[src/sv/ndcg_pkg.sv]
// ============================================================================
// ndcg_pkg
// Shared types, widths and a constant table for the NDCG scoring unit.
// ============================================================================
package ndcg_pkg;

  // List and table sizes
  localparam int MAX_LIST        = 1024;
  localparam int EXP_TABLE_DEPTH = 256;
  localparam int FIFO_DEPTH      = 2;

  // Field widths
  localparam int REL_W   = 16;
  localparam int FRAC_W  = 12;
  localparam int EXPO_W  = REL_W - FRAC_W;
  localparam int NDCG_W  = 18;
  localparam int ACC_W   = 40;
  localparam int LEN_W   = 11;

  // Derived widths
  localparam int RANK_W    = $clog2(MAX_LIST);
  localparam int CNT_W     = $clog2(MAX_LIST + 1);
  localparam int N_W       = $clog2(MAX_LIST + 2);
  localparam int P_W       = $clog2(N_W);
  localparam int LOG_FRAC  = 24;
  localparam int LG_W      = P_W + LOG_FRAC;
  localparam int MANT_W    = 31;
  localparam int EXP_IDX_W = $clog2(EXP_TABLE_DEPTH);
  localparam int IDX_PRD_W = FRAC_W + $clog2(EXP_TABLE_DEPTH + 1);
  localparam int GAIN_W    = 28;
  localparam int DISC_W    = 16;
  localparam int PROD_W    = GAIN_W + DISC_W;
  localparam int TERM_W    = PROD_W - 14;
  localparam int QCNT_W    = $clog2(NDCG_W + 1);
  localparam int PTR_W     = (FIFO_DEPTH > 1) ? $clog2(FIFO_DEPTH) : 1;
  localparam int FCNT_W    = $clog2(FIFO_DEPTH + 1);

  localparam logic [LEN_W-1:0] LIST_LEN_MAX = LEN_W'(MAX_LIST);
  localparam logic [NDCG_W-1:0] NDCG_MAX   = '1;

  // Input beat
  typedef struct packed {
    logic [REL_W-1:0] relevance;
    logic [REL_W-1:0] ideal_relevance;
    logic             last;
  } in_item_t;

  // Result beat
  typedef struct packed {
    logic [NDCG_W-1:0] ndcg;
    logic [ACC_W-1:0]  dcg_sum;
    logic [ACC_W-1:0]  ideal_sum;
    logic              ideal_zero;
    logic              list_overflow;
    logic [LEN_W-1:0]  list_length;
  } out_item_t;

  // Classified item passed from front to back
  typedef struct packed {
    logic [GAIN_W-1:0] gain_rel;
    logic [GAIN_W-1:0] gain_ideal;
    logic [RANK_W-1:0] rank;
    logic              acc;
    logic              last;
  } q_entry_t;

  // Discount unit handshake
  typedef struct packed {
    logic              start;
    logic [RANK_W-1:0] rank;
  } disc_req_t;

  typedef struct packed {
    logic              busy;
    logic              done;
    logic [DISC_W-1:0] disc;
  } disc_rsp_t;

  // exp2 mantissa table, Q1.30, one entry per fraction step
  typedef logic [EXP_TABLE_DEPTH-1:0][MANT_W-1:0] exp_rom_t;

  // floor square root, bit by bit
  function automatic logic [63:0] isqrt64(input logic [63:0] v_in);
    logic [63:0] v;
    logic [63:0] res;
    logic [63:0] b;
    v   = v_in;
    res = '0;
    b   = 64'h4000_0000_0000_0000;
    for (int s = 0; s < 32; s++) begin
      if (b > v) b = b >> 2;
    end
    for (int s = 0; s < 32; s++) begin
      if (b != 0) begin
        if (v >= res + b) begin
          v   = v - (res + b);
          res = (res >> 1) + b;
        end else begin
          res = res >> 1;
        end
        b = b >> 2;
      end
    end
    return res;
  endfunction

  // 2^(q/4096) built from the roots 2^(2^-k), evaluated at elaboration
  function automatic exp_rom_t build_exp_rom();
    exp_rom_t    rom;
    logic [63:0] roots [1:12];
    logic [63:0] c;
    logic [63:0] m;
    int          q;
    c = 64'd1 << 31;
    for (int k = 1; k <= 12; k++) begin
      c        = isqrt64(c << 30);
      roots[k] = c;
    end
    for (int i = 0; i < EXP_TABLE_DEPTH; i++) begin
      q = ((i * 4096) / EXP_TABLE_DEPTH) % 4096;
      m = 64'd1 << 30;
      for (int k = 1; k <= 12; k++) begin
        if (((q >> (12 - k)) & 1) != 0) m = (m * roots[k] + (64'd1 << 29)) >> 30;
      end
      rom[i] = m[MANT_W-1:0];
    end
    return rom;
  endfunction

  localparam exp_rom_t EXP_ROM = build_exp_rom();

endpackage

[src/sv/ndcg_disc.sv]
// ============================================================================
// ndcg_disc
// Iterative discount unit: 1/log2(rank+2) in Q1.15 by squaring then division.
// ============================================================================
module ndcg_disc (
  input  logic                clk,
  input  logic                rst_n,
  input  ndcg_pkg::disc_req_t req,
  output ndcg_pkg::disc_rsp_t rsp
);

  typedef enum logic [3:0] {
    D_IDLE  = 4'b0001,
    D_LOG   = 4'b0010,
    D_SETUP = 4'b0100,
    D_DIV   = 4'b1000
  } dstate_t;

  dstate_t                   state_r, state_nxt;
  logic                      done_r, done_nxt;
  logic [4:0]                cnt_r, cnt_nxt;
  logic [ndcg_pkg::MANT_W-1:0] y_r, y_nxt;
  logic [ndcg_pkg::LG_W-1:0]   lg_r, lg_nxt;
  logic [ndcg_pkg::LG_W-1:0]   rem_r, rem_nxt;
  logic [ndcg_pkg::DISC_W-1:0] dsh_r, dsh_nxt;
  logic [ndcg_pkg::DISC_W-1:0] quo_r, quo_nxt;

  logic [ndcg_pkg::N_W-1:0]  n;
  logic [ndcg_pkg::P_W-1:0]  p;
  logic [61:0]               sq;
  logic [31:0]               t;
  logic [39:0]               dvd;
  logic [ndcg_pkg::LG_W:0]   r2;
  logic                      ge;

  assign rsp.busy = (state_r != D_IDLE);
  assign rsp.done = done_r;
  assign rsp.disc = quo_r;

  always_comb begin
    state_nxt = state_r;
    done_nxt  = 1'b0;
    cnt_nxt   = cnt_r;
    y_nxt     = y_r;
    lg_nxt    = lg_r;
    rem_nxt   = rem_r;
    dsh_nxt   = dsh_r;
    quo_nxt   = quo_r;

    // integer part of log2 n
    n = ndcg_pkg::N_W'(req.rank) + ndcg_pkg::N_W'(2);
    p = '0;
    for (int b = 0; b < ndcg_pkg::N_W; b++) begin
      if (n[b]) p = ndcg_pkg::P_W'(b);
    end

    // one squaring step of the mantissa
    sq = 62'(y_r) * 62'(y_r);
    t  = sq[61:30];

    // divide 2^39 + lg/2 by lg, remainder seeded with the top bits
    dvd = (40'd1 << 39) + 40'(lg_r >> 1);
    r2  = {rem_r, dsh_r[ndcg_pkg::DISC_W-1]};
    ge  = (r2 >= {1'b0, lg_r});

    unique case (state_r)
      D_IDLE: begin
        if (req.start) begin
          y_nxt     = ndcg_pkg::MANT_W'(n) << (5'd30 - 5'(p));
          lg_nxt    = ndcg_pkg::LG_W'(p) << ndcg_pkg::LOG_FRAC;
          cnt_nxt   = 5'(ndcg_pkg::LOG_FRAC - 1);
          state_nxt = D_LOG;
        end
      end
      D_LOG: begin
        if (t[31]) begin
          y_nxt  = t[31:1];
          lg_nxt = lg_r | (ndcg_pkg::LG_W'(1) << cnt_r);
        end else begin
          y_nxt  = t[30:0];
        end
        cnt_nxt = cnt_r - 5'd1;
        if (cnt_r == '0) state_nxt = D_SETUP;
      end
      D_SETUP: begin
        rem_nxt   = ndcg_pkg::LG_W'(dvd[39:ndcg_pkg::DISC_W]);
        dsh_nxt   = dvd[ndcg_pkg::DISC_W-1:0];
        cnt_nxt   = 5'(ndcg_pkg::DISC_W - 1);
        state_nxt = D_DIV;
      end
      D_DIV: begin
        rem_nxt = ge ? ndcg_pkg::LG_W'(r2 - {1'b0, lg_r}) : r2[ndcg_pkg::LG_W-1:0];
        quo_nxt = {quo_r[ndcg_pkg::DISC_W-2:0], ge};
        dsh_nxt = dsh_r << 1;
        cnt_nxt = cnt_r - 5'd1;
        if (cnt_r == '0) begin
          done_nxt  = 1'b1;
          state_nxt = D_IDLE;
        end
      end
      default: state_nxt = D_IDLE;
    endcase
  end

  always_ff @(posedge clk) begin
    if (!rst_n) begin
      state_r <= D_IDLE;
      done_r  <= 1'b0;
    end else begin
      state_r <= state_nxt;
      done_r  <= done_nxt;
    end
  end

  // datapath registers
  always_ff @(posedge clk) begin
    cnt_r <= cnt_nxt;
    y_r   <= y_nxt;
    lg_r  <= lg_nxt;
    rem_r <= rem_nxt;
    dsh_r <= dsh_nxt;
    quo_r <= quo_nxt;
  end

endmodule

[config.mk]
export PLATFORM = sky130hd
export DESIGN_NAME = ndcg_disc
export DESIGN_NICKNAME = d
export VERILOG_FILES = /design/src/sv/ndcg_pkg.sv /design/src/sv/ndcg_disc.sv
export SDC_FILE = /design/constraint.sdc
export NUM_CORES = 2
export LEC_CHECK = 0
export BUFFER_PORTS_ARGS = -buffer_cell sky130_fd_sc_hd__buf_2
export CORE_UTILIZATION = 65
export CTS_CLUSTER_DIAMETER = 50
export DETAILED_ROUTE_END_ITERATION = 8
export MAX_ROUTING_LAYER = met4
export PLACE_DENSITY_LB_ADDON = 0.3
export SYNTH_ARGS = -nofsm -noshare
export SYNTH_HDL_FRONTEND = slang
export SYNTH_SLANG_ARGS = --single-unit
[constraint.sdc]
create_clock -name clk -period 20.5 [get_ports clk]
set_input_delay 4.1 -clock clk [delete_from_list [all_inputs] [get_ports clk]]
set_output_delay 4.1 -clock clk [all_outputs]
set_load 0.01 [all_outputs]
==> results.rst <==
.. list-table::
   :header-rows: 1

   * - Metric
     - Value
   * - Outcome
     - finished clean
   * - Count of flip-flops with a built-in enable after synthesis
     - 124
   * - GRT overflow
     - 0
   * - Clock sink total
     - 129
   * - Placement Rows
     - 84
   * - CTS tree
     - yes
   * - Warnings, synthesis
     - 0
   * - Post-placement cell area
     - 35750 µm²
   * - Quantity of I/O buffers inserted on ports
     - 30
   * - Crit. End Element
     - flop
   * - Clock period minus final worst setup slack
     - 9604 ps
   * - Measured slew at the worst slew-check pin
     - 1220 ps
   * - Number of antenna violations at the first check in global routing
     - 2
   * - Number of clock buffers inserted by TritonCTS
     - 17
   * - Via count of the first global-routing pass
     - 27210
   * - Number of DRC violations after detailed-routing iteration 0
     - 1965
   * - Worst endpoint required time
     - 20680 ps
   * - Area Overhead vs Synth
     - 3.582%
   * - Worst Hold Class
     - reg -> reg
   * - Cell count after placement
     - 4366
   * - Total standard cell area after synthesis
     - 35040 µm²
   * - Number of hold-repair buffers added at the cts stage
     - 0
   * - Top_reg_cell synth
     - sky130_fd_sc_hd__edfxtp_1
   * - Post-CTS Resized
     - 0
   * - Top-level I/O count
     - 31
   * - Data arrival time of the critical path
     - 9780 ps
   * - Final non-filler cell total
     - 4400
   * - Gr usage total
     - 0.3530
   * - Number of unique standard cell types used by synthesis
     - 88
   * - Relative max-transition margin
     - 0.1826
   * - Category of the critical setup timing path
     - reg -> reg
   * - Net Count, Synth
     - 4821
   * - Highest achievable clock rate
     - 104.1 MHz
   * - Critical-path maximum fanout
     - 26
   * - Most common cell after layout, fill and taps aside
     - sky130_fd_sc_hd__inv_1
   * - Global-route wire length before repair
     - 143400 µm
   * - Buffer depth of the longest clock path
     - 2
   * - Top library cells by usage in the layout, fill and taps aside
     - sky130_fd_sc_hd__inv_1, sky130_fd_sc_hd__fa_1, sky130_fd_sc_hd__nand2_1
   * - Post-route standard cell area excluding fillers
     - 36290 µm²
   * - Final core utilization
     - 0.6865
   * - Die area
     - 54840 µm²
   * - Gate count of the mapped netlist
     - 3759
   * - Share of flip-flops with an asynchronous set or reset
     - 0
   * - Fin Setup TNS
     - 0 ps
   * - Die Wd
     - 234.2 µm
   * - Setup violations, final
     - 0
   * - Worst Clk Skew
     - 15.56 ps
   * - FF+latch count, synth
     - 129
   * - Unrepaired setup endpoints after global routing
     - no
   * - Final Hold Viols
     - 0
   * - Post-detailed-route DRC marker count
     - 0
   * - Syn avg cell area
     - 9.321 µm²
   * - Via density per instance
     - 5.775
   * - Via total after detailed routing
     - 25409
   * - Y dimension of the die
     - 234.2 µm
   * - First-pass iteration count of the detailed router
     - 5
   * - Share of layout cells above drive strength 1
     - 0.03989
   * - Core region area
     - 52870 µm²
   * - Maximum number of pins on one net before global-route repair
     - 66
   * - Reported max-cap violation count
     - 0
   * - Clock latency at the later pin of the worst-skew pair
     - 430 ps
   * - Number of post-CTS setup repair buffers
     - 0
   * - Number of nets in the layout
     - 4759
   * - DP Wirelength
     - 68190 µm
   * - Post-route clock period utilization
     - 0.4685
   * - Last weighted congestion value of the routability-driven placer
     - 1.015
   * - Register clock-pin slew on the reported worst setup and hold paths
     - 60 ps
   * - Proportion of synthesized chip area in sequential cells
     - 0.1091
   * - Final routed wirelength across all metal layers
     - 87350 µm
   * - Wire length per cell
     - 19.85 µm
   * - Antenna Nets Post-Route
     - 0
   * - Max H-tree Level
     - 4
   * - Effective utilization at floorplan
     - 0.6628
   * - Clock Root Buffer
     - sky130_fd_sc_hd__clkbuf_16
   * - Startpoint type of the worst setup path
     - flop
   * - Count of final max-slew check failures
     - 0
==> final cells by class <==
type / instances / area (µm²)
fill: 4137 / 16570
multi-input combinational: 2514 / 27000
clock buffer: 20 / 436.7
clock inverter: 12 / 100.1
antenna: 2 / 5.005
tap: 688 / 860.8
timing repair buffer: 69 / 442.9
sequential: 129 / 3824
inverter: 966 / 3628
==> critical path, stage by stage, from the launching register on <==
cell,delay (ps)
sky130_fd_sc_hd__edfxtp_1,1030
sky130_fd_sc_hd__buf_4,400
sky130_fd_sc_hd__inv_1,170
sky130_fd_sc_hd__nor2_1,340
sky130_fd_sc_hd__fa_1,510
sky130_fd_sc_hd__fa_1,520
sky130_fd_sc_hd__inv_1,50
sky130_fd_sc_hd__fa_1,410
sky130_fd_sc_hd__fa_1,550
sky130_fd_sc_hd__fa_1,550
sky130_fd_sc_hd__inv_1,50
sky130_fd_sc_hd__fa_1,470
sky130_fd_sc_hd__fa_1,540
sky130_fd_sc_hd__fa_1,440
sky130_fd_sc_hd__ha_1,410
sky130_fd_sc_hd__nand2_1,120
sky130_fd_sc_hd__o21bai_1,170
sky130_fd_sc_hd__a21oi_1,240
sky130_fd_sc_hd__o22ai_1,120
sky130_fd_sc_hd__a41oi_2,350
sky130_fd_sc_hd__o22ai_1,200
sky130_fd_sc_hd__o31a_1,380
sky130_fd_sc_hd__xnor2_2,940
sky130_fd_sc_hd__nor3_1,100
sky130_fd_sc_hd__a211o_1,270
==> cell families after synthesis <==
kind of cell	Yosys count	synth area share
AOI/OAI and AO/OA	436	0.07935
xor gates and xnor gates	83	0.02096
adders and majority gates	1049	0.5349
buffers and inverters	1116	0.1210
DFF	129	0.1091
muxes	31	0.01089
and+or+nand+nor	915	0.1238
==> worst paths after layout <==
kind,endpoint,cells after the start,startpoint,slack [ps]
min reg2reg,quo_r[10],0,quo_r[9],440
max,y_r[16],24,y_r[7],10900
min,quo_r[10],0,quo_r[9],440
max reg2reg,y_r[16],24,y_r[7],10900
==> per-layer routing <==
| metal | wire length, µm | global-route usage | up-vias |
|---|---|---|---|
| met5 | 0 | - | - |
| met4 | 3642 | 0.1260 | 0 |
| met3 | 6974 | 0.05545 | 234 |
| met2 | 42340 | 0.5662 | 1041 |
| met1 | 34390 | 0.4567 | 12743 |
| li1 | - | - | 11391 |
==> flip-flops by register name, summed over array words and instances, names as in the netlist <==
| register | flops |
|---|---|
| dsh_r | 16 |
| rem_r | 28 |
| lg_r | 28 |
| cnt_r | 5 |
| y_r | 31 |
| state_r | 4 |
| quo_r | 16 |
| done_r | 1 |
==> Yosys cell counts, drive strengths merged, types with 8 or more instances <==
cell type | count | area share
a21oi | 155 | 0.022
and2 | 195 | 0.035
or3 | 10 | 0.0018
o21ai | 95 | 0.014
xnor2 | 45 | 0.011
o211ai | 16 | 0.0034
ha | 301 | 0.11
a211oi | 21 | 0.0046
o21bai | 11 | 0.0024
a21o | 27 | 0.0058
clkbuf | 132 | 0.014
nand3 | 45 | 0.0066
inv | 965 | 0.10
nor2 | 136 | 0.015
buf | 18 | 0.0033
and3 | 10 | 0.0018
o31ai | 9 | 0.0022
a31o | 11 | 0.0027
nand2b | 11 | 0.0020
nand4 | 21 | 0.0037
xor2 | 38 | 0.0095
fa | 748 | 0.43
edfxtp | 124 | 0.11
mux2i | 19 | 0.0054
nor2b | 16 | 0.0029
nand2 | 406 | 0.044
nor3 | 31 | 0.0049
o21a | 13 | 0.0028
a21boi | 8 | 0.0017
==> metrics by stage <==
stage | setup WS, ps | hold slack, ps
after floorplan | 11290 | 476.7
after global placement | 11210 | 424.8
after detailed placement | 11080 | 428.1
after CTS | 11060 | 433.2
after global routing | 10610 | 440.8
final | 10900 | 436.0
Power is left out: the tool's default activity adds up to more than one toggle a clock period on the data nets, which glitch-free logic cannot reach.
