==> src/sv/ndcg_pkg.sv <==
// ============================================================================
// ndcg_pkg
// Shared types, widths and a constant table for the NDCG scoring unit.
// ============================================================================
package ndcg_pkg;

  // List and table sizes
  localparam int MAX_LIST        = 1024;
  localparam int EXP_TABLE_DEPTH = 256;
  localparam int FIFO_DEPTH      = 2;

  // Field widths
  localparam int REL_W   = 16;
  localparam int FRAC_W  = 12;
  localparam int EXPO_W  = REL_W - FRAC_W;
  localparam int NDCG_W  = 18;
  localparam int ACC_W   = 40;
  localparam int LEN_W   = 11;

  // Derived widths
  localparam int RANK_W    = $clog2(MAX_LIST);
  localparam int CNT_W     = $clog2(MAX_LIST + 1);
  localparam int N_W       = $clog2(MAX_LIST + 2);
  localparam int P_W       = $clog2(N_W);
  localparam int LOG_FRAC  = 24;
  localparam int LG_W      = P_W + LOG_FRAC;
  localparam int MANT_W    = 31;
  localparam int EXP_IDX_W = $clog2(EXP_TABLE_DEPTH);
  localparam int IDX_PRD_W = FRAC_W + $clog2(EXP_TABLE_DEPTH + 1);
  localparam int GAIN_W    = 28;
  localparam int DISC_W    = 16;
  localparam int PROD_W    = GAIN_W + DISC_W;
  localparam int TERM_W    = PROD_W - 14;
  localparam int QCNT_W    = $clog2(NDCG_W + 1);
  localparam int PTR_W     = (FIFO_DEPTH > 1) ? $clog2(FIFO_DEPTH) : 1;
  localparam int FCNT_W    = $clog2(FIFO_DEPTH + 1);

  localparam logic [LEN_W-1:0] LIST_LEN_MAX = LEN_W'(MAX_LIST);
  localparam logic [NDCG_W-1:0] NDCG_MAX   = '1;

  // Input beat
  typedef struct packed {
    logic [REL_W-1:0] relevance;
    logic [REL_W-1:0] ideal_relevance;
    logic             last;
  } in_item_t;

  // Result beat
  typedef struct packed {
    logic [NDCG_W-1:0] ndcg;
    logic [ACC_W-1:0]  dcg_sum;
    logic [ACC_W-1:0]  ideal_sum;
    logic              ideal_zero;
    logic              list_overflow;
    logic [LEN_W-1:0]  list_length;
  } out_item_t;

  // Classified item passed from front to back
  typedef struct packed {
    logic [GAIN_W-1:0] gain_rel;
    logic [GAIN_W-1:0] gain_ideal;
    logic [RANK_W-1:0] rank;
    logic              acc;
    logic              last;
  } q_entry_t;

  // Discount unit handshake
  typedef struct packed {
    logic              start;
    logic [RANK_W-1:0] rank;
  } disc_req_t;

  typedef struct packed {
    logic              busy;
    logic              done;
    logic [DISC_W-1:0] disc;
  } disc_rsp_t;

  // exp2 mantissa table, Q1.30, one entry per fraction step
  typedef logic [EXP_TABLE_DEPTH-1:0][MANT_W-1:0] exp_rom_t;

  // floor square root, bit by bit
  function automatic logic [63:0] isqrt64(input logic [63:0] v_in);
    logic [63:0] v;
    logic [63:0] res;
    logic [63:0] b;
    v   = v_in;
    res = '0;
    b   = 64'h4000_0000_0000_0000;
    for (int s = 0; s < 32; s++) begin
      if (b > v) b = b >> 2;
    end
    for (int s = 0; s < 32; s++) begin
      if (b != 0) begin
        if (v >= res + b) begin
          v   = v - (res + b);
          res = (res >> 1) + b;
        end else begin
          res = res >> 1;
        end
        b = b >> 2;
      end
    end
    return res;
  endfunction

  // 2^(q/4096) built from the roots 2^(2^-k), evaluated at elaboration
  function automatic exp_rom_t build_exp_rom();
    exp_rom_t    rom;
    logic [63:0] roots [1:12];
    logic [63:0] c;
    logic [63:0] m;
    int          q;
    c = 64'd1 << 31;
    for (int k = 1; k <= 12; k++) begin
      c        = isqrt64(c << 30);
      roots[k] = c;
    end
    for (int i = 0; i < EXP_TABLE_DEPTH; i++) begin
      q = ((i * 4096) / EXP_TABLE_DEPTH) % 4096;
      m = 64'd1 << 30;
      for (int k = 1; k <= 12; k++) begin
        if (((q >> (12 - k)) & 1) != 0) m = (m * roots[k] + (64'd1 << 29)) >> 30;
      end
      rom[i] = m[MANT_W-1:0];
    end
    return rom;
  endfunction

  localparam exp_rom_t EXP_ROM = build_exp_rom();

endpackage

==> src/sv/ndcg_fifo.sv <==
// ============================================================================
// ndcg_fifo
// Short queue of classified items between the front and the back.
// ============================================================================
module ndcg_fifo (
  input  logic               clk,
  input  logic               rst_n,
  input  logic               push,
  input  ndcg_pkg::q_entry_t wr_data,
  output logic               full,
  input  logic               pop,
  output logic               empty,
  output ndcg_pkg::q_entry_t rd_data
);

  ndcg_pkg::q_entry_t                 mem_r [ndcg_pkg::FIFO_DEPTH];
  logic [ndcg_pkg::PTR_W-1:0]  wr_ptr_r, wr_ptr_nxt;
  logic [ndcg_pkg::PTR_W-1:0]  rd_ptr_r, rd_ptr_nxt;
  logic [ndcg_pkg::FCNT_W-1:0] count_r, count_nxt;

  // status
  assign full    = (count_r == ndcg_pkg::FCNT_W'(ndcg_pkg::FIFO_DEPTH));
  assign empty   = (count_r == '0);
  assign rd_data = mem_r[rd_ptr_r];

  // pointer and count update
  always_comb begin
    wr_ptr_nxt = wr_ptr_r;
    rd_ptr_nxt = rd_ptr_r;
    count_nxt  = count_r;
    if (push) begin
      wr_ptr_nxt = (wr_ptr_r == ndcg_pkg::PTR_W'(ndcg_pkg::FIFO_DEPTH - 1)) ? '0 :
                   wr_ptr_r + ndcg_pkg::PTR_W'(1);
    end
    if (pop) begin
      rd_ptr_nxt = (rd_ptr_r == ndcg_pkg::PTR_W'(ndcg_pkg::FIFO_DEPTH - 1)) ? '0 :
                   rd_ptr_r + ndcg_pkg::PTR_W'(1);
    end
    if (push && !pop) count_nxt = count_r + ndcg_pkg::FCNT_W'(1);
    if (pop && !push) count_nxt = count_r - ndcg_pkg::FCNT_W'(1);
  end

  always_ff @(posedge clk) begin
    if (!rst_n) begin
      wr_ptr_r <= '0;
      rd_ptr_r <= '0;
      count_r  <= '0;
    end else begin
      wr_ptr_r <= wr_ptr_nxt;
      rd_ptr_r <= rd_ptr_nxt;
      count_r  <= count_nxt;
    end
  end

  // entry storage
  always_ff @(posedge clk) begin
    if (push) mem_r[wr_ptr_r] <= wr_data;
  end

endmodule

==> config.mk <==
export PLATFORM = sky130hd
export DESIGN_NAME = ndcg_fifo
export DESIGN_NICKNAME = d
export VERILOG_FILES = /design/src/sv/ndcg_pkg.sv /design/src/sv/ndcg_fifo.sv
export SDC_FILE = /design/constraint.sdc
export NUM_CORES = 1
export LEC_CHECK = 0
export BUFFER_PORTS_ARGS = -buffer_cell sky130_fd_sc_hd__buf_2
export CORE_MARGIN = 2
export CORE_UTILIZATION = 50
export DETAILED_ROUTE_END_ITERATION = 16
export PLACE_DENSITY = 0.77
export SLEW_MARGIN = 20
export SYNTH_ARGS = -nofsm -noshare
export SYNTH_HDL_FRONTEND = slang
export SYNTH_SLANG_ARGS = --single-unit
export TNS_END_PERCENT = 100
==> constraint.sdc <==
create_clock -name clk -period 5.1 [get_ports clk]
set_input_delay 1.02 -clock clk [delete_from_list [all_inputs] [get_ports clk]]
set_output_delay 1.02 -clock clk [all_outputs]
set_load 0.005 [all_outputs]
==> metrics.txt, run 1 <==
CTS Buffer Depth=2; postcts setup bufs=0; synthesized area=5120 µm²; Synth Area in Compound Gates=less than 1%; first-pass GRT wire length=13100 µm; top layer in use=met4; type of origin of the critical path=flop; most common cell in the netlist=edfxtp_1; PD cells=430 nW/µm²; clock skew=0.00497 ns; Fin. Hold Viols=0; via count=roughly 2600; hold path startpoint=count_r[1]; Clock power frac=44.0%; worst-path maximum fanout=68; Worst Path Class, Setup=flop to output pin; post-DR vias/cell=4.92; mean area per synthesized cell=21.9 µm²; synth top area cells=edfxtp_1, mux2_2, dfxtp_1; met2 routed WL=4350 µm; GP Congestion=0.718; syn_nets=307; Max-cap violations=0; Post-CTS Resized=0; DRT Pass-1 Iters=4; Ports=approximately 140; fraction of registers with async set/reset=0%; n_diodes=0; Seq/Total Area, Yosys=81.6%; DR WL/cell=between 15 and 20 µm; worst hold margin=0.508 ns; Leak=0.00248 µW; CP Data Arrival Time=between 2 and 2.5 ns; Starting Density=52.0%; grt total ovfl=0; Routed WL=approximately 8600 µm; IO Port Bufs=approximately 140; htree depth=4; met1 wire length=3700 µm; Worst-path clk slew=0.06 ns; Synth Area in Simple Gates=1.05%; final setup vio count=0; Worst Path Required=4.08 ns; TNS Setup=0 ns; post-synth cell types=18; filler cell count in the final layout=662; Most used DFF post-synth=edfxtp_1; Die Wd=approximately 110 µm; top cell type's share of synthesized area=79.7%; adder-cell share of the synthesized area=0.244%; RSZ-0062 raised after global routing=no; status=completed; Comb pwr share=7.5%; Area growth syn-to-layout=28.3%; Worst-Margin Slew=0.930 ns; FMAX=325 MHz; Sw Pwr=578 µW; final worst path period need=3.08 ns; hold crit path type=flop to flop; NumNets Final=461; Final Instance Area=about 6600 µm²; Critical R2R Launch=wr_ptr_r; TritonCTS clock tree=yes; root buf cell=clkbuf_8; vias in the first global route=2660; combinational family with the most area after synthesis=multiplexers; Pins Over Slew Limit=0; Placed Area=5970 µm²; CTS Hold Bufs=0; WL met3=530 µm; #FFs+latches synth=141; Syn. warnings=0; FP Rows=36; commonest cells in the netlist=edfxtp_1, mux2_2, buf_2, dfxtp_1, and2_1; Core Region=9860 µm²; Detailed Route Iter0 Violations=between 80 and 90; Worst setup EP type=output pin; Synth Area in XOR/XNOR=0.513%; Post-route DRC=0; Die Y=105 µm; post-synthesis mux area share=about 15%; P_int=2250 µW; die area=about 11000 µm²; sequential fraction of design power=roughly 49%; post-synth top area cell=edfxtp_1; layout cells sized above 1=a little over 60%; gr usage total=15.8%; Synth Instances=234; Sw Share=20.4%; initial antenna violation count=0; utilization after layout=about 67%; post-detail-place hpwl=5340 µm; clock sink count=141; largest net degree at the start of global routing=69; Final period util=approximately three fifths; Slew HR=38.0%; Num CTS Buffers=17; number of synthesized flops with an enable pin=136; Power Total=2830 µW; Routed Antenna Nets=0; worst-case vdd ir drop=242 µV; worst skew pair latency=0.50 ns
layer usage:
metal	up-vias	GRT usage [%]
met3	6	4.58
met2	97	26.0
met1	1285	19.7
met4	0	6.57
met5	-	0
li1	1240	-
worst max-delay path, cell delays in order, from the launching register on:
cell and delay [ns]:
dfxtp_4 0.91, mux2_2 0.42, buf_2 0.14
sequential cells by signal, indices dropped and copies added (netlist names), named ones only:
signal / flops
count_r: 2
rd_ptr_r: 1
mem_r: 136
wr_ptr_r: 1
logic make-up (layout without fill, tap and decap cells):
| logic type | Yosys count | in the layout |
|---|---|---|
| adders and majority gates | 1 | 1 |
| xor gates and xnor gates | 3 | 3 |
| AOI/OAI and AO/OA | 3 | 3 |
| and+or+nand+nor | 9 | 9 |
| buffers and inverters | 9 | 176 |
| muxes | 68 | 68 |
| DFF | 141 | 141 |
cells in the final DEF (no fill, tap or decap), drive strengths merged:
cell type and n:
clkinvlp 3, a21boi 1, or3 1, o21a 1, nor2 2, dfxtp 5, and2b 1, buf 143
clkinv 7, nor2b 1, bufinv 4, clkbuf 17, mux2 68, o21ai 1, xnor2 2, xor2 1
and2 4, ha 1, inv 2, edfxtp 136
path summary, 6_finish.rpt:
path         depth (start not counted)  slack (ns)            to
max                                  2        2.02   rd_data[51]
max reg2reg                          2        3.13  mem_r[0][58]
min reg2reg                          2        0.51    count_r[1]
min                                  2        0.51    count_r[1]
area by class of cell:
cell class / count / area, µm² / share of cell area [%]
clock inverter: 15 / 196 / 2.99
timing repair buffer: 143 / 721 / 11.0
clock buffer: 17 / 414 / 6.30
inverter: 1 / 3.75 / 0.0571
sequential: 141 / 4190 / 63.7
tap: 133 / 166 / 2.53
multi-input combinational: 84 / 888 / 13.5
power groups by stage:
stage	Combinational, µW	Sequential, µW	Clock [µW]
CTS	215	1380	1260
floorplan	128	1380	0
global placement	209	1400	0
finish	211	1370	1250
global route	230	1380	1310
detailed placement	213	1400	0
through the flow:
| stage | std cells | worst slack [ns] |
|---|---|---|
| 4_1_cts | 534 | 1.99 |
| 5_1_grt | 534 | 1.93 |
| 3_3_place_gp | 502 | 2.29 |
| 2_1_floorplan | 234 | 0.642 |
| 6_report | 534 | 2.02 |
| 3_5_place_dp | 502 | 2.26 |
No activity file was read; power rests on OpenSTA's default activity.
==> run 2, diff against run 1 <==
--- a/config.mk
+++ b/config.mk
@@ -5,11 +5,12 @@
 export SDC_FILE = /design/constraint.sdc
 export NUM_CORES = 1
 export LEC_CHECK = 0
+export ABC_AREA = 1
 export BUFFER_PORTS_ARGS = -buffer_cell sky130_fd_sc_hd__buf_2
 export CORE_MARGIN = 2
-export CORE_UTILIZATION = 50
+export CORE_UTILIZATION = 47
 export DETAILED_ROUTE_END_ITERATION = 16
-export PLACE_DENSITY = 0.77
+export PLACE_DENSITY = 0.76
 export SLEW_MARGIN = 20
 export SYNTH_ARGS = -nofsm -noshare
 export SYNTH_HDL_FRONTEND = slang
==> constraint.sdc (replaced) <==
create_clock -name clk -period 2.6 [get_ports clk]
set_input_delay 0.52 -clock clk [delete_from_list [all_inputs] [get_ports clk]]
set_output_delay 0.52 -clock clk [all_outputs]
set_load 0.005 [all_outputs]
==> metrics.txt, run 2 <==
post-synthesis mux area share=~16%; CP Data Arrival Time=1.88 ns; Synth Area in XOR/XNOR=0%; CP Cell Sequence=buf_4 > mux2_2 > buf_2; combinational family with the most area after synthesis=multiplexers; Routed WL=8830 µm; Pins Over Slew Limit=0; filler cell count in the final layout=814; Post-CTS Resized=0; synth top area cells=edfxtp_1, mux2_2, mux2_4; first-pass GRT wire length=13200 µm; worst skew pair latency=0.50 ns; Fin. Hold Viols=0; Worst setup EP type=output pin; commonest cells in the netlist=edfxtp_1, mux2_2, mux2_4; Sw Pwr=1090 µW; Routed Antenna Nets=0; DR WL/cell=15.9 µm; via count=approximately 2700; post-DR vias/cell=between 4 and 5; n_diodes=0; FF/Latch Area=between 4000 and 5000 µm²; Slew HR=approximately 66%; fraction of registers with async set/reset=0%; status=completed; Leak=approximately 0.0026 µW; TritonCTS clock tree=yes; Final WS setup=0.198 ns; Synth Area in Simple Gates=1.56%; largest net degree at the start of global routing=54; clock skew=0.00595 ns; grt total ovfl=0; Syn. warnings=0; gr usage total=14.9%; #FFs+latches synth=141; worst hold margin=0.206 ns; Max-cap violations=0; final worst path period need=2.40 ns; Crit-path slowest cell=dfxtp_4; Synth Instances=247; clock sink count=141; GP Congestion=0.757; synthesized area=around 5200 µm²; RSZ-0062 raised after global routing=no; most common cell in the netlist=edfxtp_1; Die Wd=around 110 µm; PD cells=813 nW/µm²; CTS Hold Bufs=0; Worst Path Class, Setup=flop to output pin; commonest non-fill, non-tap cells in the layout=buf_2, edfxtp_1, mux2_2; root buf cell=clkbuf_8; Comb pwr share=7.8%; Area growth syn-to-layout=28.2%; layout cells sized above 1=around three fifths; vias in the first global route=2778; biggest regs=mem_r: 136 flops, count_r: 2 flops; worst-path maximum fanout=20; FP Rows=38; initial antenna violation count=0; Post-route DRC=0; final setup vio count=0; htree depth=4; number of synthesized flops with an enable pin=136; Final period util=just over 90%; CTS Buffer Depth=2; Detailed Route Iter0 Violations=125; P_int=4360 µW; Largest register FFs=approximately 140; top cell type's share of synthesized area=78.2%; post-synth top area cell=edfxtp_1; NumNets Final=477; Power Total=between 5000 and 6000 µW; Sw Share=between 10% and 20%; sequential fraction of design power=49.0%; Worst Path Required=2.08 ns; TNS Setup=0 ns; syn_nets=320; CP top delay family=flip-flops; Most used DFF post-synth=edfxtp_1; adder-cell share of the synthesized area=0.240%; Worst-Margin Slew=0.512 ns; DRT Pass-1 Iters=4; IO Port Bufs=approximately 140; Ports=142; mean area per synthesized cell=21.1 µm²; CP Buf/Inv Count=2; die area=between 10000 and 15000 µm²; Die Y=109 µm; post-detail-place hpwl=5730 µm; most flop-heavy register=mem_r; Core Region=around 11000 µm²; Clock power frac=a little over two fifths; Worst-path clk slew=0.06 ns; type of origin of the critical path=flop; hold crit path type=input pin to flop; CP peak stage delay=0.55 ns; utilization after layout=between 60% and 70%; Starting Density=between 40 and 50%; area of the multi-input gates=952 µm²; postcts setup bufs=0; Synth Area in Compound Gates=0.192%; post-synth cell types=14; FMAX=416 MHz; Seq/Total Area, Yosys=80.1%; post-place setup slack=0.695 ns; Num CTS Buffers=17; worst-case vdd ir drop=508 µV; commonest non-fill, non-tap cell in the layout=buf_2
run 2: cell types whose count changed after synthesis, sizes merged, moves of 2 or more:
| cell | delta |
|---|---|
| xnor2 | -2 |
| nor2 | +10 |
| and2 | -4 |
| inv | +5 |
| nand2 | +8 |
run 2: cell families (layout without fill, tap and decap cells):
family / Yosys count / in the layout
buffers and inverters: 14 / 184
AND/OR/NAND/NOR: 21 / 21
adder cells (fa/ha/maj): 1 / 1
AO/OA/AOI/OAI: 2 / 2
multiplexers: 68 / 68
flip-flops: 141 / 141
run 2: power by group through the flow:
| stage | registers (µW) | logic [µW] | clock network, µW |
|---|---|---|---|
| 2_1_floorplan | 2700 | 242 | 0 |
| 3_3_place_gp | 2710 | 422 | 0 |
| 3_5_place_dp | 2720 | 432 | 0 |
| 4_1_cts | 2670 | 434 | 2400 |
| 5_1_grt | 2680 | 468 | 2520 |
| 6_report | 2670 | 425 | 2350 |
run 2: worst register-to-register path: cells and delay by family (launching register included):
family                 cells  cell delay, ns
buffers and inverters      2            0.66
DFF                        1            0.39
and+or+nand+nor            1            0.10
run 2: stage by stage:
step | area [µm²] | instances
after floorplan | 5230 | 247
final | 6700 | 557
after detailed placement | 6110 | 525
after global placement | 6110 | 525
after global routing | 6700 | 557
after CTS | 6700 | 557
run 2: routing by layer:
layer	vias up	track usage (%)	wire length, µm
met5	-	0	0
met4	0	4.43	40
met3	4	6.99	769
met2	94	25.0	4380
met1	1316	17.0	3650
li1	1275	-	-
run 2: final cells by class:
class / count / area share (%)
inverters: 6 / 0.336
flip-flops and latches: 141 / 62.5
multi-input cells: 92 / 14.2
repair buffers: 146 / 11.5
well taps: 140 / 2.62
clock inverters: 12 / 2.15
clock buffers: 20 / 6.65
run 2: final timing paths:
kind,startpoint,endpoint,slack [ns],depth (start not counted)
min,wr_data[60],mem_r[1][60],0.21,1
max reg2reg,wr_ptr_r,mem_r[1][64],1.06,3
max,flop,rd_data[4],0.20,3
min reg2reg,rd_ptr_r,rd_ptr_r,0.50,2
