`config.mk`:
```
export PLATFORM = sky130hd
export DESIGN_NAME = ndcg_back
export DESIGN_NICKNAME = d
export VERILOG_FILES = /design/src/sv/ndcg_pkg.sv /design/src/sv/ndcg_back.sv
export SDC_FILE = /design/constraint.sdc
export NUM_CORES = 2
export LEC_CHECK = 0
export BUFFER_PORTS_ARGS = -buffer_cell sky130_fd_sc_hd__buf_2
export CAP_MARGIN = 25
export CORE_ASPECT_RATIO = 1.5
export CORE_UTILIZATION = 40
export DETAILED_ROUTE_END_ITERATION = 12
export GPL_TIMING_DRIVEN = 0
export SLEW_MARGIN = 20
export SYNTH_ARGS = -nofsm -noshare
export SYNTH_HDL_FRONTEND = slang
export SYNTH_SLANG_ARGS = --single-unit
```
`constraint.sdc`:
```
create_clock -name clk -period 7.8 [get_ports clk]
set_clock_uncertainty 0.15 [all_clocks]
set_input_delay 0.78 -clock clk [delete_from_list [all_inputs] [get_ports clk]]
set_output_delay 0.78 -clock clk [all_outputs]
set_load 0.03 [all_outputs]
```
`src/sv/ndcg_pkg.sv`:
```
// ============================================================================
// ndcg_pkg
// Shared types, widths and a constant table for the NDCG scoring unit.
// ============================================================================
package ndcg_pkg;

  // List and table sizes
  localparam int MAX_LIST        = 1024;
  localparam int EXP_TABLE_DEPTH = 256;
  localparam int FIFO_DEPTH      = 2;

  // Field widths
  localparam int REL_W   = 16;
  localparam int FRAC_W  = 12;
  localparam int EXPO_W  = REL_W - FRAC_W;
  localparam int NDCG_W  = 18;
  localparam int ACC_W   = 40;
  localparam int LEN_W   = 11;

  // Derived widths
  localparam int RANK_W    = $clog2(MAX_LIST);
  localparam int CNT_W     = $clog2(MAX_LIST + 1);
  localparam int N_W       = $clog2(MAX_LIST + 2);
  localparam int P_W       = $clog2(N_W);
  localparam int LOG_FRAC  = 24;
  localparam int LG_W      = P_W + LOG_FRAC;
  localparam int MANT_W    = 31;
  localparam int EXP_IDX_W = $clog2(EXP_TABLE_DEPTH);
  localparam int IDX_PRD_W = FRAC_W + $clog2(EXP_TABLE_DEPTH + 1);
  localparam int GAIN_W    = 28;
  localparam int DISC_W    = 16;
  localparam int PROD_W    = GAIN_W + DISC_W;
  localparam int TERM_W    = PROD_W - 14;
  localparam int QCNT_W    = $clog2(NDCG_W + 1);
  localparam int PTR_W     = (FIFO_DEPTH > 1) ? $clog2(FIFO_DEPTH) : 1;
  localparam int FCNT_W    = $clog2(FIFO_DEPTH + 1);

  localparam logic [LEN_W-1:0] LIST_LEN_MAX = LEN_W'(MAX_LIST);
  localparam logic [NDCG_W-1:0] NDCG_MAX   = '1;

  // Input beat
  typedef struct packed {
    logic [REL_W-1:0] relevance;
    logic [REL_W-1:0] ideal_relevance;
    logic             last;
  } in_item_t;

  // Result beat
  typedef struct packed {
    logic [NDCG_W-1:0] ndcg;
    logic [ACC_W-1:0]  dcg_sum;
    logic [ACC_W-1:0]  ideal_sum;
    logic              ideal_zero;
    logic              list_overflow;
    logic [LEN_W-1:0]  list_length;
  } out_item_t;

  // Classified item passed from front to back
  typedef struct packed {
    logic [GAIN_W-1:0] gain_rel;
    logic [GAIN_W-1:0] gain_ideal;
    logic [RANK_W-1:0] rank;
    logic              acc;
    logic              last;
  } q_entry_t;

  // Discount unit handshake
  typedef struct packed {
    logic              start;
    logic [RANK_W-1:0] rank;
  } disc_req_t;

  typedef struct packed {
    logic              busy;
    logic              done;
    logic [DISC_W-1:0] disc;
  } disc_rsp_t;

  // exp2 mantissa table, Q1.30, one entry per fraction step
  typedef logic [EXP_TABLE_DEPTH-1:0][MANT_W-1:0] exp_rom_t;

  // floor square root, bit by bit
  function automatic logic [63:0] isqrt64(input logic [63:0] v_in);
    logic [63:0] v;
    logic [63:0] res;
    logic [63:0] b;
    v   = v_in;
    res = '0;
    b   = 64'h4000_0000_0000_0000;
    for (int s = 0; s < 32; s++) begin
      if (b > v) b = b >> 2;
    end
    for (int s = 0; s < 32; s++) begin
      if (b != 0) begin
        if (v >= res + b) begin
          v   = v - (res + b);
          res = (res >> 1) + b;
        end else begin
          res = res >> 1;
        end
        b = b >> 2;
      end
    end
    return res;
  endfunction

  // 2^(q/4096) built from the roots 2^(2^-k), evaluated at elaboration
  function automatic exp_rom_t build_exp_rom();
    exp_rom_t    rom;
    logic [63:0] roots [1:12];
    logic [63:0] c;
    logic [63:0] m;
    int          q;
    c = 64'd1 << 31;
    for (int k = 1; k <= 12; k++) begin
      c        = isqrt64(c << 30);
      roots[k] = c;
    end
    for (int i = 0; i < EXP_TABLE_DEPTH; i++) begin
      q = ((i * 4096) / EXP_TABLE_DEPTH) % 4096;
      m = 64'd1 << 30;
      for (int k = 1; k <= 12; k++) begin
        if (((q >> (12 - k)) & 1) != 0) m = (m * roots[k] + (64'd1 << 29)) >> 30;
      end
      rom[i] = m[MANT_W-1:0];
    end
    return rom;
  endfunction

  localparam exp_rom_t EXP_ROM = build_exp_rom();

endpackage

```
`src/sv/ndcg_back.sv`:
```
// ============================================================================
// ndcg_back
// Weights gains by the discount, keeps both sums and closes each list with
// the ratio (bit-serial divide, or zero/saturated) into a result register.
// ============================================================================
module ndcg_back (
  input  logic                clk,
  input  logic                rst_n,
  input  logic                q_empty,
  input  ndcg_pkg::q_entry_t  q_head,
  output logic                q_pop,
  output ndcg_pkg::disc_req_t disc_req,
  input  ndcg_pkg::disc_rsp_t disc_rsp,
  output logic                out_valid,
  input  logic                out_stall,
  output ndcg_pkg::out_item_t out_data
);

  typedef enum logic [7:0] {
    B_IDLE = 8'b0000_0001,
    B_DISC = 8'b0000_0010,
    B_MULD = 8'b0000_0100,
    B_MULI = 8'b0000_1000,
    B_ADDI = 8'b0001_0000,
    B_FIN  = 8'b0010_0000,
    B_DIV  = 8'b0100_0000,
    B_OUT  = 8'b1000_0000
  } bstate_t;

  bstate_t state_r, state_nxt;

  // list state
  logic [ndcg_pkg::ACC_W-1:0] dcg_r, dcg_nxt;
  logic [ndcg_pkg::ACC_W-1:0] ideal_r, ideal_nxt;
  logic [ndcg_pkg::CNT_W-1:0] len_r, len_nxt;
  logic                       ovf_r, ovf_nxt;
  logic                       out_valid_r, out_valid_nxt;

  // working registers
  ndcg_pkg::q_entry_t          ent_r, ent_nxt;
  logic [ndcg_pkg::DISC_W-1:0] disc_r, disc_nxt;
  logic [ndcg_pkg::PROD_W-1:0] prod_r, prod_nxt;
  logic [ndcg_pkg::ACC_W-1:0]  rem_r, rem_nxt;
  logic [ndcg_pkg::NDCG_W-1:0] nsh_r, nsh_nxt;
  logic [ndcg_pkg::NDCG_W-1:0] quo_r, quo_nxt;
  logic [ndcg_pkg::QCNT_W-1:0] qcnt_r, qcnt_nxt;
  logic                        zero_r, zero_nxt;
  ndcg_pkg::out_item_t         out_r, out_nxt;

  logic [ndcg_pkg::PROD_W:0]   tsum;
  logic [ndcg_pkg::TERM_W-1:0] term;
  logic [ndcg_pkg::ACC_W:0]    asum;
  logic [56:0]                 num;
  logic [57:0]                 lim;
  logic [ndcg_pkg::ACC_W:0]    r2;
  logic                        ge;
  logic                        out_free;

  assign out_valid = out_valid_r;
  assign out_data  = out_r;

  always_comb begin
    state_nxt     = state_r;
    dcg_nxt       = dcg_r;
    ideal_nxt     = ideal_r;
    len_nxt       = len_r;
    ovf_nxt       = ovf_r;
    ent_nxt       = ent_r;
    disc_nxt      = disc_r;
    prod_nxt      = prod_r;
    rem_nxt       = rem_r;
    nsh_nxt       = nsh_r;
    quo_nxt       = quo_r;
    qcnt_nxt      = qcnt_r;
    zero_nxt      = zero_r;
    out_nxt       = out_r;
    q_pop         = 1'b0;
    disc_req.start = 1'b0;
    disc_req.rank  = q_head.rank;

    out_free      = !out_valid_r || !out_stall;
    out_valid_nxt = out_valid_r && out_stall;

    // rounded Q.12 term from the registered product, then saturating add
    tsum = (ndcg_pkg::PROD_W + 1)'(prod_r) + ((ndcg_pkg::PROD_W + 1)'(1) << 14);
    term = tsum[ndcg_pkg::PROD_W:15];
    asum = (ndcg_pkg::ACC_W + 1)'(state_r == B_MULI ? dcg_r : ideal_r) +
           (ndcg_pkg::ACC_W + 1)'(term);

    // rounded numerator and saturation limit of the ratio
    num = {1'b0, dcg_r, 16'b0} + 57'(ideal_r >> 1);
    lim = {ideal_r, 18'b0};

    // one quotient bit per cycle
    r2 = {rem_r, nsh_r[ndcg_pkg::NDCG_W-1]};
    ge = (r2 >= {1'b0, ideal_r});

    unique case (state_r)
      B_IDLE: begin
        if (!q_empty) begin
          q_pop   = 1'b1;
          ent_nxt = q_head;
          if (q_head.acc) begin
            disc_req.start = 1'b1;
            state_nxt      = B_DISC;
          end else begin
            ovf_nxt   = 1'b1;
            state_nxt = q_head.last ? B_FIN : B_IDLE;
          end
        end
      end
      B_DISC: begin
        if (disc_rsp.done) begin
          disc_nxt  = disc_rsp.disc;
          state_nxt = B_MULD;
        end
      end
      B_MULD: begin
        prod_nxt  = ndcg_pkg::PROD_W'(ent_r.gain_rel) * ndcg_pkg::PROD_W'(disc_r);
        state_nxt = B_MULI;
      end
      B_MULI: begin
        dcg_nxt   = asum[ndcg_pkg::ACC_W] ? '1 : asum[ndcg_pkg::ACC_W-1:0];
        prod_nxt  = ndcg_pkg::PROD_W'(ent_r.gain_ideal) * ndcg_pkg::PROD_W'(disc_r);
        state_nxt = B_ADDI;
      end
      B_ADDI: begin
        ideal_nxt = asum[ndcg_pkg::ACC_W] ? '1 : asum[ndcg_pkg::ACC_W-1:0];
        len_nxt   = len_r + ndcg_pkg::CNT_W'(1);
        state_nxt = ent_r.last ? B_FIN : B_IDLE;
      end
      B_FIN: begin
        zero_nxt = (ideal_r == '0);
        if (ideal_r == '0) begin
          quo_nxt   = '0;
          state_nxt = B_OUT;
        end else if ({1'b0, num} >= lim) begin
          quo_nxt   = ndcg_pkg::NDCG_MAX;
          state_nxt = B_OUT;
        end else begin
          rem_nxt   = ndcg_pkg::ACC_W'(num[56:ndcg_pkg::NDCG_W]);
          nsh_nxt   = num[ndcg_pkg::NDCG_W-1:0];
          qcnt_nxt  = ndcg_pkg::QCNT_W'(ndcg_pkg::NDCG_W - 1);
          state_nxt = B_DIV;
        end
      end
      B_DIV: begin
        rem_nxt  = ge ? ndcg_pkg::ACC_W'(r2 - {1'b0, ideal_r}) : r2[ndcg_pkg::ACC_W-1:0];
        quo_nxt  = {quo_r[ndcg_pkg::NDCG_W-2:0], ge};
        nsh_nxt  = nsh_r << 1;
        qcnt_nxt = qcnt_r - ndcg_pkg::QCNT_W'(1);
        if (qcnt_r == '0) state_nxt = B_OUT;
      end
      B_OUT: begin
        // hand the result to the output register, then clear for next list
        if (out_free) begin
          out_nxt.ndcg          = quo_r;
          out_nxt.dcg_sum       = dcg_r;
          out_nxt.ideal_sum     = ideal_r;
          out_nxt.ideal_zero    = zero_r;
          out_nxt.list_overflow = ovf_r;
          out_nxt.list_length   = ndcg_pkg::LEN_W'(len_r);
          out_valid_nxt         = 1'b1;
          dcg_nxt               = '0;
          ideal_nxt             = '0;
          len_nxt               = '0;
          ovf_nxt               = 1'b0;
          state_nxt             = B_IDLE;
        end
      end
      default: state_nxt = B_IDLE;
    endcase
  end

  always_ff @(posedge clk) begin
    if (!rst_n) begin
      state_r     <= B_IDLE;
      dcg_r       <= '0;
      ideal_r     <= '0;
      len_r       <= '0;
      ovf_r       <= 1'b0;
      out_valid_r <= 1'b0;
    end else begin
      state_r     <= state_nxt;
      dcg_r       <= dcg_nxt;
      ideal_r     <= ideal_nxt;
      len_r       <= len_nxt;
      ovf_r       <= ovf_nxt;
      out_valid_r <= out_valid_nxt;
    end
  end

  // datapath registers
  always_ff @(posedge clk) begin
    ent_r  <= ent_nxt;
    disc_r <= disc_nxt;
    prod_r <= prod_nxt;
    rem_r  <= rem_nxt;
    nsh_r  <= nsh_nxt;
    quo_r  <= quo_nxt;
    qcnt_r <= qcnt_nxt;
    zero_r <= zero_nxt;
    out_r  <= out_nxt;
  end

endmodule

```
==> impl_summary.log <==
INFO  metric post_route_fraction_of_the_period_consumed_by_the_critical_path = 97.8%
INFO  metric worst_r2r_startpoint = disc_r[5]
INFO  metric layout_commonest_cell = inv_1
INFO  metric yosysSeqAreaShare = 22.3%
INFO  metric synthArstFlopShare = 0%
INFO  metric timing.hold.worst_endpoint = ent_r[42]
INFO  metric syn-mean-instance-area = slightly above 9 um2
INFO  metric die_height = 430 um
INFO  metric yosysWarningCount = 0
INFO  metric ctsHtreeMaxLevel = 2
INFO  metric wire_length_of_the_first_global_routing_pass = 246 mm
INFO  metric min_delay_path_depth = 1
INFO  metric ant_nets = 0
INFO  metric cts-buffers-inserted = 45
INFO  metric initial_utilization = roughly two fifths
INFO  metric largest_net_degree_at_the_start_of_global_routing = 78
INFO  metric synth_enable_flop_cells = 296
INFO  metric post-route-drc-count = 0
INFO  metric layout_min_cycle_time = 7630 ps
INFO  metric critical_path_depth_in_cells = 26
INFO  metric fmax = 0.131 GHz
INFO  metric io_buffers = approximately 200
INFO  metric worst_path_max_delay_cell = fa_1
INFO  metric cts_sinks = 397
INFO  metric fill_cells = 11800
INFO  metric timing_hold_violations_final = 0
INFO  metric insertion_delay = 650 ps
INFO  metric grt_overflow = 0
INFO  metric ys_ff_latch = 397
INFO  metric worst_slew_pin_slew = 1140 ps
INFO  metric syn_inst = around 5300
INFO  metric busiest_layer = met2
INFO  metric slowest_delay = between 500 and 600 ps
INFO  metric timing.max_slew.rel_slack = 24.2%
INFO  metric dpl_cell_area = 52100 um2
INFO  metric synth_cell_types = 76
INFO  metric core = around 120000 um2
INFO  metric timing.critical_path.from_type = flip-flop
INFO  metric maxCapViolations = 0
INFO  metric syn_nets = 6446
INFO  metric timing.critical_path.required = 7930 ps
INFO  metric grt_use_met2 = 48.9%
INFO  metric synth.top_cells.by_area = fa_1 (30%), edfxtp_1 (18%), ha_1 (9.2%)
INFO  metric grt.met3_usage = 2.69%
INFO  metric critPathTopFamily = adder cells
INFO  metric avg_wl_per_cell = 22.8 um
INFO  metric synth_to_layout_area_growth = 11.2%
INFO  metric path_common_cell = fa_1
INFO  metric detail_route.first_pass.iterations = 8
INFO  metric r2r_cells = 26
INFO  metric timing.critical_path.arrival = 7760 ps
INFO  metric worstHoldPathType = input port to flip-flop
INFO  metric post_route_cells_drive_above_1_share = 9.39%
INFO  metric first_global_vias = 40500
INFO  metric die-area = 124000 um2
INFO  metric cts_tree = done
INFO  metric mostFrequentLayoutCells = inv_1 (888), nand2_1 (746), fa_1 (724), and2_1 (379), ha_1 (358)
INFO  metric via_per_inst = 5.33
INFO  metric overall_via_count_from_detail_route = between 30000 and 40000
INFO  metric drt_first_iter_violations = 2250
INFO  metric post-synth-top-area-fraction = 29.7%
INFO  metric cts_root_buffer = clkbuf_16
INFO  metric ctsLongestPathBuffers = 3
INFO  metric final_core_utilization = roughly 45%
INFO  metric groute.usage.overall = 26.8%
INFO  metric io_pins = 214
INFO  metric finalSetupViolCount = 0
INFO  metric cp_max_fo = 10
INFO  metric synth_top_flop_cell = edfxtp_1
INFO  metric width_of_the_die = 288 um
INFO  metric design.final.nets = just under 7000
INFO  metric hpwlAfterDp = 138 mm
INFO  metric status = finished, final reports clean
INFO  metric globalplace.congestion = between 0.9 and 1
INFO  metric regToRegSetupSlack = ~170 ps
INFO  metric globalRouteMet1Util = approximately 28%
INFO  metric min_from = q_head[42]
INFO  metric ctsHoldBuffers = 0
INFO  metric maxSlewViolCount = 0
INFO  metric final_design_area_no_fill = roughly 54000 um2
INFO  metric path_class = flip-flop to flip-flop
INFO  metric grt_antenna_before_repair = 3
INFO  metric site_row_count = between 150 and 200
INFO  metric synth_area_leader_cell = fa_1
INFO  metric count_of_buffering_cells_on_the_critical_path_with_inverters_included = 8
INFO  metric cts.clk_slew.worst_paths = approximately 80 ps
INFO  metric synth_area = 48900 um2
INFO  metric timing.critical_path.to_type = flip-flop
INFO  metric timing.rr.end = prod_r[42]
INFO  metric detail_route.wirelength = 164 mm
## area by class of cell
type / count / area, um2 / share of cell area [%]
Buffer: 254 / 1410 / 2.59
Tap cell: 1580 / 1980 / 3.64
Timing Repair Buffer: 241 / 1430 / 2.64
Sequential cell: 397 / 10900 / 20.1
Clock buffer: 53 / 1190 / 2.18
Clock inverter: 30 / 273 / 0.502
Multi-Input combinational cell: 3724 / 33800 / 62.2
Inverter: 890 / 3350 / 6.15
Antenna cell: 4 / 10.0 / 0.0184
## worst reg2reg max path: cells and delay by family, from the launching register on
| kind | cells | cell delay [ps] |
|---|---|---|
| DFF | 1 | 480 |
| xor gates and xnor gates | 1 | 290 |
| and+or+nand+nor | 4 | 790 |
| AOI/OAI and AO/OA | 6 | 1360 |
| adders and majority gates | 7 | 3410 |
| buffers and inverters | 8 | 810 |
## registers in the layout, summed over array words and instances (netlist names)
| name | count |
|---|---|
| out_valid | 1 |
| dcg_r | 40 |
| nsh_r | 18 |
| ideal_r | 40 |
| ent_r | 57 |
| qcnt_r | 5 |
| len_r | 11 |
| rem_r | 40 |
| prod_r | 30 |
| state_r | 8 |
| quo_r | 18 |
| disc_r | 16 |
| ovf_r | 1 |
| zero_r | 1 |
| out_data | 111 |
## cell usage after synthesis, drive strengths merged (101+ instances only)
cell type / number
edfxtp: 296
nand2: 748
inv: 890
ha: 361
xnor2: 114
and2: 381
a21oi: 242
clkbuf: 230
fa: 725
nor2: 195
dfxtp: 101
o21ai: 223
## timing repair
| action | in CTS | in global routing |
|---|---|---|
| setup endpoints to repair | 32 | 18 |
| setup buffers | 2 | 29 |
| gates cloned | 0 | 0 |
| gates resized for setup | 147 | 169 |
| pin swaps | 4 | 15 |
## per-stage QoR
stage          instances  hold slack [ps]  setup TNS (ps)  worst slack, ps
2_1_floorplan       5270              250               0              866
3_3_place_gp        7051              257          -73460            -1930
3_5_place_dp        7059              271          -21680            -1630
4_1_cts             7143             95.2               0             3.29
5_1_grt             7170              123           -32.3            -30.7
6_report            7173              152               0              172
## worst max path at each step
stage | start | slack [ps] | to
3_3_place_gp | disc_r[1] | -1930 | prod_r[43]
6_report | disc_r[5] | 170 | prod_r[42]
2_1_floorplan | disc_r[1] | 870 | prod_r[41]
4_1_cts | disc_r[2] | 3 | prod_r[29]
3_5_place_dp | disc_r[3] | -1630 | prod_r[43]
5_1_grt | disc_r[5] | -30 | prod_r[41]
## routing by layer
metal / part of all wire [%] / up-vias
li1: - / 17400
met1: 35 / 19000
met2: 52 / 1297
met3: 4.3 / 456
met4: 8.9 / 0
met5: 0 / -
## cells by family (layout without fill, tap and decap cells)
| kind of cell | count (synthesis) | after routing | synth area share [%] |
|---|---|---|---|
| and+or+nand+nor | 1641 | 1641 | 16.0 |
| buffers and inverters | 1149 | 1468 | 8.97 |
| other | 0 | 4 | 0 |
| adders and majority gates | 1086 | 1086 | 38.9 |
| muxes | 18 | 18 | 0.371 |
| DFF | 397 | 397 | 22.3 |
| xor gates and xnor gates | 191 | 191 | 3.42 |
| AOI/OAI and AO/OA | 788 | 788 | 10.0 |
Power is left out: the tool's default activity adds up to more than one toggle a clock period on the data nets, which glitch-free logic cannot reach.
